===== config.mk =====
export PLATFORM = sky130hd
export DESIGN_NAME = associative_key_value_table
export DESIGN_NICKNAME = d
export VERILOG_FILES = /design/src/rtl/akvt_pkg.sv /design/src/rtl/akvt_ctrl.sv /design/src/rtl/akvt_dp.sv /design/src/rtl/associative_key_value_table.sv
export SDC_FILE = /design/constraint.sdc
export NUM_CORES = 2
export LEC_CHECK = 0
export BUFFER_PORTS_ARGS = -buffer_cell sky130_fd_sc_hd__buf_4
export CAP_MARGIN = 20
export CELL_PAD_IN_SITES_DETAIL_PLACEMENT = 1
export CELL_PAD_IN_SITES_GLOBAL_PLACEMENT = 1
export CORE_MARGIN = 8
export CORE_UTILIZATION = 56
export CTS_BUF_LIST = sky130_fd_sc_hd__clkbuf_16
export DETAILED_ROUTE_END_ITERATION = 6
export HOLD_SLACK_MARGIN = 0.08
export PLACE_DENSITY_LB_ADDON = 0.1
export REMOVE_ABC_BUFFERS = 1
export SETUP_SLACK_MARGIN = 0.05
export SLEW_MARGIN = 15
export SYNTH_ARGS = -nofsm -noshare
export SYNTH_HDL_FRONTEND = slang
export SYNTH_SLANG_ARGS = --single-unit

===== constraint.sdc =====
create_clock -name clk -period 7.75 [get_ports clk]
set_input_delay 0.775 -clock clk [delete_from_list [all_inputs] [get_ports clk]]
set_output_delay 0.775 -clock clk [all_outputs]
set_load 0.01 [all_outputs]

===== src/rtl/akvt_pkg.sv =====
// Shared types and constants for the associative key/value table.
// No dependencies.
package akvt_pkg;

  localparam int ENTRIES_DEF    = 16;
  localparam int KEY_BITS_DEF   = 64;
  localparam int VALUE_BITS_DEF = 64;
  localparam int FIELD_BITS     = 64;
  localparam int COUNT_BITS     = 5;

  typedef enum logic [1:0] {
    MODE_CLEAR  = 2'd0,
    MODE_SET    = 2'd1,
    MODE_REMOVE = 2'd2,
    MODE_GET    = 2'd3
  } mode_t;

  typedef enum logic [1:0] {
    STATUS_OK      = 2'd0,
    STATUS_FULL    = 2'd1,
    STATUS_MISSING = 2'd2
  } status_t;

  typedef enum logic [2:0] {
    S_IDLE,
    S_SCAN,
    S_DRAIN,
    S_APPLY,
    S_RESP
  } state_t;

  typedef struct packed {
    mode_t                  mode;
    logic [FIELD_BITS-1:0]  key;
    logic [FIELD_BITS-1:0]  value;
  } in_req_t;

  typedef struct packed {
    status_t                status;
    logic [FIELD_BITS-1:0]  found_value;
    logic [COUNT_BITS-1:0]  count;
  } out_rsp_t;

  // Controller to datapath
  typedef struct packed {
    logic load;
    logic rd_en;
    logic apply;
    logic resp_load;
  } dp_cmd_t;

  // Datapath to controller
  typedef struct packed {
    logic scan_req;
    logic idx_last;
    logic out_busy;
  } dp_sts_t;

endpackage


===== src/rtl/akvt_ctrl.sv =====
// Sequencing state machine for the key/value table.
// Depends on akvt_pkg.
module akvt_ctrl (
  input  logic             clk,
  input  logic             rst_n,
  input  logic             in_valid,
  output logic             in_stall,
  output akvt_pkg::dp_cmd_t cmd,
  input  akvt_pkg::dp_sts_t sts
);

  akvt_pkg::state_t state_r, state_nxt;

  always_ff @(posedge clk) begin
    if (!rst_n) begin
      state_r <= akvt_pkg::S_IDLE;
    end else begin
      state_r <= state_nxt;
    end
  end

  always_comb begin
    state_nxt     = state_r;
    cmd           = '0;
    in_stall      = 1'b1;
    case (state_r)
      akvt_pkg::S_IDLE: begin
        in_stall = 1'b0;
        if (in_valid) begin
          cmd.load  = 1'b1;
          // clear and empty-key requests need no lookup
          state_nxt = sts.scan_req ? akvt_pkg::S_SCAN : akvt_pkg::S_APPLY;
        end
      end
      akvt_pkg::S_SCAN: begin
        cmd.rd_en = 1'b1;
        if (sts.idx_last) begin
          state_nxt = akvt_pkg::S_DRAIN;
        end
      end
      akvt_pkg::S_DRAIN: begin
        state_nxt = akvt_pkg::S_APPLY;
      end
      akvt_pkg::S_APPLY: begin
        cmd.apply = 1'b1;
        state_nxt = akvt_pkg::S_RESP;
      end
      akvt_pkg::S_RESP: begin
        // hold until the output register is free
        if (!sts.out_busy) begin
          cmd.resp_load = 1'b1;
          state_nxt     = akvt_pkg::S_IDLE;
        end
      end
      default: begin
        state_nxt = akvt_pkg::S_IDLE;
      end
    endcase
  end

endmodule


===== src/rtl/akvt_dp.sv =====
// Datapath of the key/value table: key and value memories, scan compare,
// occupancy count and the output register. Depends on akvt_pkg.
module akvt_dp #(
  parameter int ENTRIES    = akvt_pkg::ENTRIES_DEF,
  parameter int KEY_BITS   = akvt_pkg::KEY_BITS_DEF,
  parameter int VALUE_BITS = akvt_pkg::VALUE_BITS_DEF
) (
  input  logic               clk,
  input  logic               rst_n,
  input  akvt_pkg::in_req_t  in_data,
  input  logic               out_stall,
  output logic               out_valid,
  output akvt_pkg::out_rsp_t out_data,
  input  akvt_pkg::dp_cmd_t  cmd,
  output akvt_pkg::dp_sts_t  sts
);

  localparam int IDX_W = (ENTRIES > 1) ? $clog2(ENTRIES) : 1;
  localparam int CNT_W = $clog2(ENTRIES + 1);

  // request registers
  akvt_pkg::mode_t        mode_r;
  logic [KEY_BITS-1:0]    key_r;
  logic [VALUE_BITS-1:0]  value_r;

  // scan
  logic [IDX_W-1:0]       idx_r;
  logic                   rd_vld_r;
  logic [IDX_W-1:0]       rd_idx_r;
  logic [KEY_BITS-1:0]    key_rd_r;
  logic                   vld_rd_r;
  logic                   hit_r;
  logic [IDX_W-1:0]       hit_idx_r;
  logic                   free_r;
  logic [IDX_W-1:0]       free_idx_r;

  // storage
  logic [KEY_BITS-1:0]    key_mem   [ENTRIES];
  logic [VALUE_BITS-1:0]  val_mem   [ENTRIES];
  logic [ENTRIES-1:0]     vld_r;
  logic [VALUE_BITS-1:0]  val_rd_r;
  logic [CNT_W-1:0]       count_r;

  // result
  akvt_pkg::status_t      res_status_r;
  logic                   res_get_r;
  logic                   out_valid_r;
  akvt_pkg::out_rsp_t     out_data_r;

  logic                   key_zero;
  logic                   do_insert;
  logic                   do_update;
  logic                   do_remove;

  assign key_zero     = (key_r == '0);
  assign sts.scan_req = (in_data.mode != akvt_pkg::MODE_CLEAR) &&
                        (in_data.key[KEY_BITS-1:0] != '0);
  assign sts.idx_last = (idx_r == IDX_W'(ENTRIES - 1));
  assign sts.out_busy = out_valid_r && out_stall;

  assign do_update = cmd.apply && !key_zero && (mode_r == akvt_pkg::MODE_SET) && hit_r;
  assign do_insert = cmd.apply && !key_zero && (mode_r == akvt_pkg::MODE_SET) &&
                     !hit_r && free_r;
  assign do_remove = cmd.apply && !key_zero && (mode_r == akvt_pkg::MODE_REMOVE) && hit_r;

  // payload registers
  always_ff @(posedge clk) begin
    if (cmd.load) begin
      mode_r  <= in_data.mode;
      key_r   <= in_data.key[KEY_BITS-1:0];
      value_r <= in_data.value[VALUE_BITS-1:0];
    end
    if (cmd.rd_en) begin
      key_rd_r <= key_mem[idx_r];
      vld_rd_r <= vld_r[idx_r];
    end
    rd_idx_r <= idx_r;
    if (do_insert) begin
      key_mem[free_idx_r] <= key_r;
    end
    if (do_insert) begin
      val_mem[free_idx_r] <= value_r;
    end else if (do_update) begin
      val_mem[hit_idx_r] <= value_r;
    end
    val_rd_r <= val_mem[hit_idx_r];
    if (cmd.resp_load) begin
      out_data_r.status      <= res_status_r;
      out_data_r.found_value <= res_get_r ? akvt_pkg::FIELD_BITS'(val_rd_r) : '0;
      out_data_r.count       <= akvt_pkg::COUNT_BITS'(count_r);
    end
  end

  // control registers
  always_ff @(posedge clk) begin
    if (!rst_n) begin
      idx_r        <= '0;
      rd_vld_r     <= 1'b0;
      hit_r        <= 1'b0;
      hit_idx_r    <= '0;
      free_r       <= 1'b0;
      free_idx_r   <= '0;
      vld_r        <= '0;
      count_r      <= '0;
      res_status_r <= akvt_pkg::STATUS_OK;
      res_get_r    <= 1'b0;
      out_valid_r  <= 1'b0;
    end else begin
      rd_vld_r <= cmd.rd_en;
      if (cmd.load) begin
        idx_r  <= '0;
        hit_r  <= 1'b0;
        free_r <= 1'b0;
      end else if (cmd.rd_en && !sts.idx_last) begin
        idx_r <= idx_r + 1'b1;
      end
      // keep the lowest matching slot and the lowest empty slot
      if (rd_vld_r) begin
        if (vld_rd_r && (key_rd_r == key_r) && !hit_r) begin
          hit_r     <= 1'b1;
          hit_idx_r <= rd_idx_r;
        end
        if (!vld_rd_r && !free_r) begin
          free_r     <= 1'b1;
          free_idx_r <= rd_idx_r;
        end
      end
      if (cmd.apply) begin
        res_get_r <= 1'b0;
        if (mode_r == akvt_pkg::MODE_CLEAR) begin
          vld_r        <= '0;
          count_r      <= '0;
          res_status_r <= akvt_pkg::STATUS_OK;
        end else if (key_zero) begin
          res_status_r <= (mode_r == akvt_pkg::MODE_SET) ? akvt_pkg::STATUS_FULL
                                                         : akvt_pkg::STATUS_MISSING;
        end else if (mode_r == akvt_pkg::MODE_SET) begin
          if (hit_r) begin
            res_status_r <= akvt_pkg::STATUS_OK;
          end else if (free_r) begin
            vld_r[free_idx_r] <= 1'b1;
            count_r           <= count_r + 1'b1;
            res_status_r      <= akvt_pkg::STATUS_OK;
          end else begin
            res_status_r <= akvt_pkg::STATUS_FULL;
          end
        end else if (!hit_r) begin
          res_status_r <= akvt_pkg::STATUS_MISSING;
        end else if (do_remove) begin
          vld_r[hit_idx_r] <= 1'b0;
          if (count_r != '0) begin
            count_r <= count_r - 1'b1;
          end
          res_status_r <= akvt_pkg::STATUS_OK;
        end else begin
          res_get_r    <= 1'b1;
          res_status_r <= akvt_pkg::STATUS_OK;
        end
      end
      if (cmd.resp_load) begin
        out_valid_r <= 1'b1;
      end else if (out_valid_r && !out_stall) begin
        out_valid_r <= 1'b0;
      end
    end
  end

  assign out_valid = out_valid_r;
  assign out_data  = out_data_r;

endmodule


===== src/rtl/associative_key_value_table.sv =====
// Fully associative key/value table. Get, set and remove requests are accepted,
// then scan the table one slot per cycle through the key memory read port, drain
// the read, apply and respond; clear and empty-key requests go straight to apply
// and respond. The output register holds a result while the next request is taken,
// and a stalled result holds the next one back.
// Reset (rst_n low, synchronous) empties every slot at once and zeroes the count.
module associative_key_value_table #(
  parameter int ENTRIES    = akvt_pkg::ENTRIES_DEF,
  parameter int KEY_BITS   = akvt_pkg::KEY_BITS_DEF,
  parameter int VALUE_BITS = akvt_pkg::VALUE_BITS_DEF
) (
  input  logic               clk,
  input  logic               rst_n,
  input  logic               in_valid,
  output logic               in_stall,
  input  akvt_pkg::in_req_t  in_data,
  output logic               out_valid,
  input  logic               out_stall,
  output akvt_pkg::out_rsp_t out_data
);

  akvt_pkg::dp_cmd_t cmd;
  akvt_pkg::dp_sts_t sts;

  akvt_ctrl u_ctrl (
    .clk      (clk),
    .rst_n    (rst_n),
    .in_valid (in_valid),
    .in_stall (in_stall),
    .cmd      (cmd),
    .sts      (sts)
  );

  akvt_dp #(
    .ENTRIES    (ENTRIES),
    .KEY_BITS   (KEY_BITS),
    .VALUE_BITS (VALUE_BITS)
  ) u_dp (
    .clk       (clk),
    .rst_n     (rst_n),
    .in_data   (in_data),
    .out_stall (out_stall),
    .out_valid (out_valid),
    .out_data  (out_data),
    .cmd       (cmd),
    .sts       (sts)
  );

endmodule


==> results.toml <==
[power_and_ir_drop]
powerDensity_mw_per_mm2 = 264
clkPwrFrac_pct = 40.9
p_switching_mw = 5.70
p_int_mw = 21.3
p_leak_nw = 31.6
swShare_pct = 21.1
power_mw = 27.0
power_frac_seq_pct = 55.6
peakVddDrop_uv = 304
p_comb_share_pct = 3.5

[clock_tree]
cts.sinks = 2425
numCtsBuffers = 234
htree_levels = 4
clk_latency_ns = 0.86
cts-resized-gates = 0
cts.clk_slew.worst_paths_ns = 0.07
clock_path_buffers = 3
cts_tree = "done"
post_cts_buffers = 0
cts_root_buf = "clkbuf_16"
hold_buffers = 72

[synth]
yosysTopAreaCellShare_pct = 77.3
syn_area_per_cell_um2 = 24.3
seq_area_frac_synth_pct = 79.8
synthTopCellsByCount = "2314 x edfxtp_1, 645 x mux4_2, 111 x dfxtp_1"
synthTopCellsByArea = "edfxtp_1 77%, mux4_2 16%, dfxtp_1 2.5%, and2_1 0.45%, xor2_1 0.44%"
synth.largest_area_cell = "edfxtp_1"
ys_ff_latch = 2425
syn_inst = 3693
yosysWarnings = 0
synth_edf_count = 2314
yosysUniqueCellTypes = 59
synthFlopType = "edfxtp_1"
synth.most_common_cell = "edfxtp_1"
netlist_area_mm2 = 0.0899
async_flop_share_pct = 0

[global_routing]
track_usage_pct = 25.1
grt_use_met3_pct = 3.77
gr-max-usage-layer = "met2"
grt_pass1_vias = 44400
antenna_found_initial = 7
grt_overflow = 0
use_met1_pct = 32.8
grt_pass1_wl_um = 315000
grt_util_met2_pct = 44.1
grt_start_max_net_pins = 90

[sta]
holdWs_ns = 0.134
rsz0062_at_grt = "false"
timing.final.crit_share_pct = 70.8
fin_skew_ns = 0.0301
hold_violations = 0
max-slew-margin-rel_pct = 22.3
final-setup-viol-count = 0
worst_pin_slew_ns = 1.16
period_minus_slack_ns = 5.49
drv_slew = 0
fmax_mhz = 182
finalSetupTns_ns = 0
setup_ws_ns = 2.26

[setup_path]
criticalPathCategory = "reg -> reg"
worstSetupStartpoint = "u_dp.key_r[29]$_DFFE_PP_"
rr_endpoint = "u_dp.val_mem[5][8]$_DFFE_PP_"
crit_path_end_kind = "flip-flop"
reg2reg_from = "u_dp.key_r[29]$_DFFE_PP_"
crit_arrival_ns = 5.94
reg2reg_depth = 7
rrSetupSlack_ns = 2.26
startpoint_type = "flip-flop"
critPathMaxFanout = 52
required_ns = 8.20

[worst_hold_path]
min_delay_worst_endpoint = "u_dp.key_r[11]$_DFFE_PP_"
worstHoldStart = "in_data[75]"
hp-class = "in -> reg"
hold_path_depth = 1

[detailed_routing]
detail-route-antenna-nets = 0
vias_per_cell = 6.35
dr.pass1.iters = 5
detail_route.drc_violations = 0
drtIter0Drc = 3985
routed_wl_um = 218000
via_count = 40800
wl_per_cell_um = 34.0

[floorplan]
initial_utilization_pct = 56.2
row_count = 147
die-area_mm2 = 0.174
ios = 207
die_h_um = 417
coreArea_mm2 = 0.160
die_x_um = 417

[placement]
place_ws_ns = 2.24
place_congestion = 0.773
hpwl_um = 121000
place_area_mm2 = 0.0943
io_buffers = 206
dp.cells = 5904

[final_layout]
fin_area_mm2 = 0.103
syn2layout_area_growth_pct = 14.1
fin_util_pct = 64.1
fin_cells = 6423
finalNetCount = 4265
drive_gt1_share_pct = 30.9
nFillCells = 12400

[flow_run]
max_cap_viol_count = 0

[run_status]
status = "finished clean"
-- metal layers --
layer | share of wire, % | vias to the layer above | wire [um]
met1 | 39 | 22300 | 85100
met4 | 3.0 | 0 | 6550
met3 | 5.6 | 324 | 12200
li1 | - | 16700 | -
met5 | 0 | - | 0
met2 | 53 | 1479 | 115000
-- layout make-up --
type                            count  area [um2]  share of cell area (%)
Inverter                           12        50.0                  0.0488
Clock buffer                      238        5960                    5.81
Antenna cell                        5        12.5                  0.0122
Sequential cell                  2425       71700                    70.0
Clock inverter                    204        1550                    1.51
Tap cell                         2086        2610                    2.54
Timing Repair Buffer              368        3020                    2.94
Multi-Input combinational cell   1085       17600                    17.2
-- cell families (layout without fill, tap and decap cells) --
group                      Yosys count  count (layout)  synth area share [%]
AOI/OAI and AO/OA                   65              65                 0.487
xor gates and xnor gates            70              70                 0.682
adders and majority gates            5               5                0.0779
buffers and inverters              183             822                 0.884
DFF                               2425            2425                  79.8
muxes                              658             658                  16.3
other                                0               5                     0
and+or+nand+nor                    287             287                  1.79
-- power by group through the flow --
stage / logic [mW] / registers [mW] / clock network (mW)
5_1_grt: 1.00 / 15.1 / 11.6
3_5_place_dp: 0.933 / 15.3 / 0
4_1_cts: 0.970 / 15.0 / 11.2
2_1_floorplan: 0.708 / 15.3 / 0
6_report: 0.951 / 15.0 / 11.0
3_3_place_gp: 0.915 / 15.3 / 0
-- sequential cells by signal (all words and copies together), names as in the netlist, 3 cells and up --
name	count
u_dp.key_mem	1024
u_dp.rd_idx_r	4
u_dp.val_rd_r	64
u_ctrl.state_r	3
u_dp.hit_idx_r	4
u_dp.count_r	5
u_dp.idx_r	4
u_dp.vld_r	16
u_dp.key_r	64
u_dp.free_idx_r	4
u_dp.val_mem	1024
u_dp.out_data	71
u_dp.value_r	64
u_dp.key_rd_r	64
-- worst max-delay path, cell delays in order (launching register included) --
cell,delay (ns)
edfxtp_1,0.62
nor4_1,0.71
nand4_1,0.57
nor4_4,0.89
nand3b_1,0.36
mux2_2,0.49
nor2_4,0.44
buf_4,0.95
-- worst max-delay path by stage --
stage	to
finish	u_dp.val_mem[5][8]$_DFFE_PP_
global route	u_dp.val_mem[5][34]$_DFFE_PP_
CTS	u_dp.val_mem[5][18]$_DFFE_PP_
detailed placement	u_dp.val_mem[5][12]$_DFFE_PP_
global placement	u_dp.val_mem[5][27]$_DFFE_PP_
floorplan	u_dp.val_mem[13][0]$_DFFE_PP_
-- cell usage in the layout (no fill, tap or decap), types with 56 or more instances in the layout --
master / netlist / routed
mux4_2: 645 / 645
clkinv_1: 0 / 56
and2_1: 65 / 65
edfxtp_1: 2314 / 2314
clkbuf_16: 0 / 238
dlygate4sd3_1: 0 / 72
dfxtp_1: 111 / 102
inv_1: 12 / 69
buf_4: 0 / 290
Note: power is estimated with default switching activity, not from simulation.
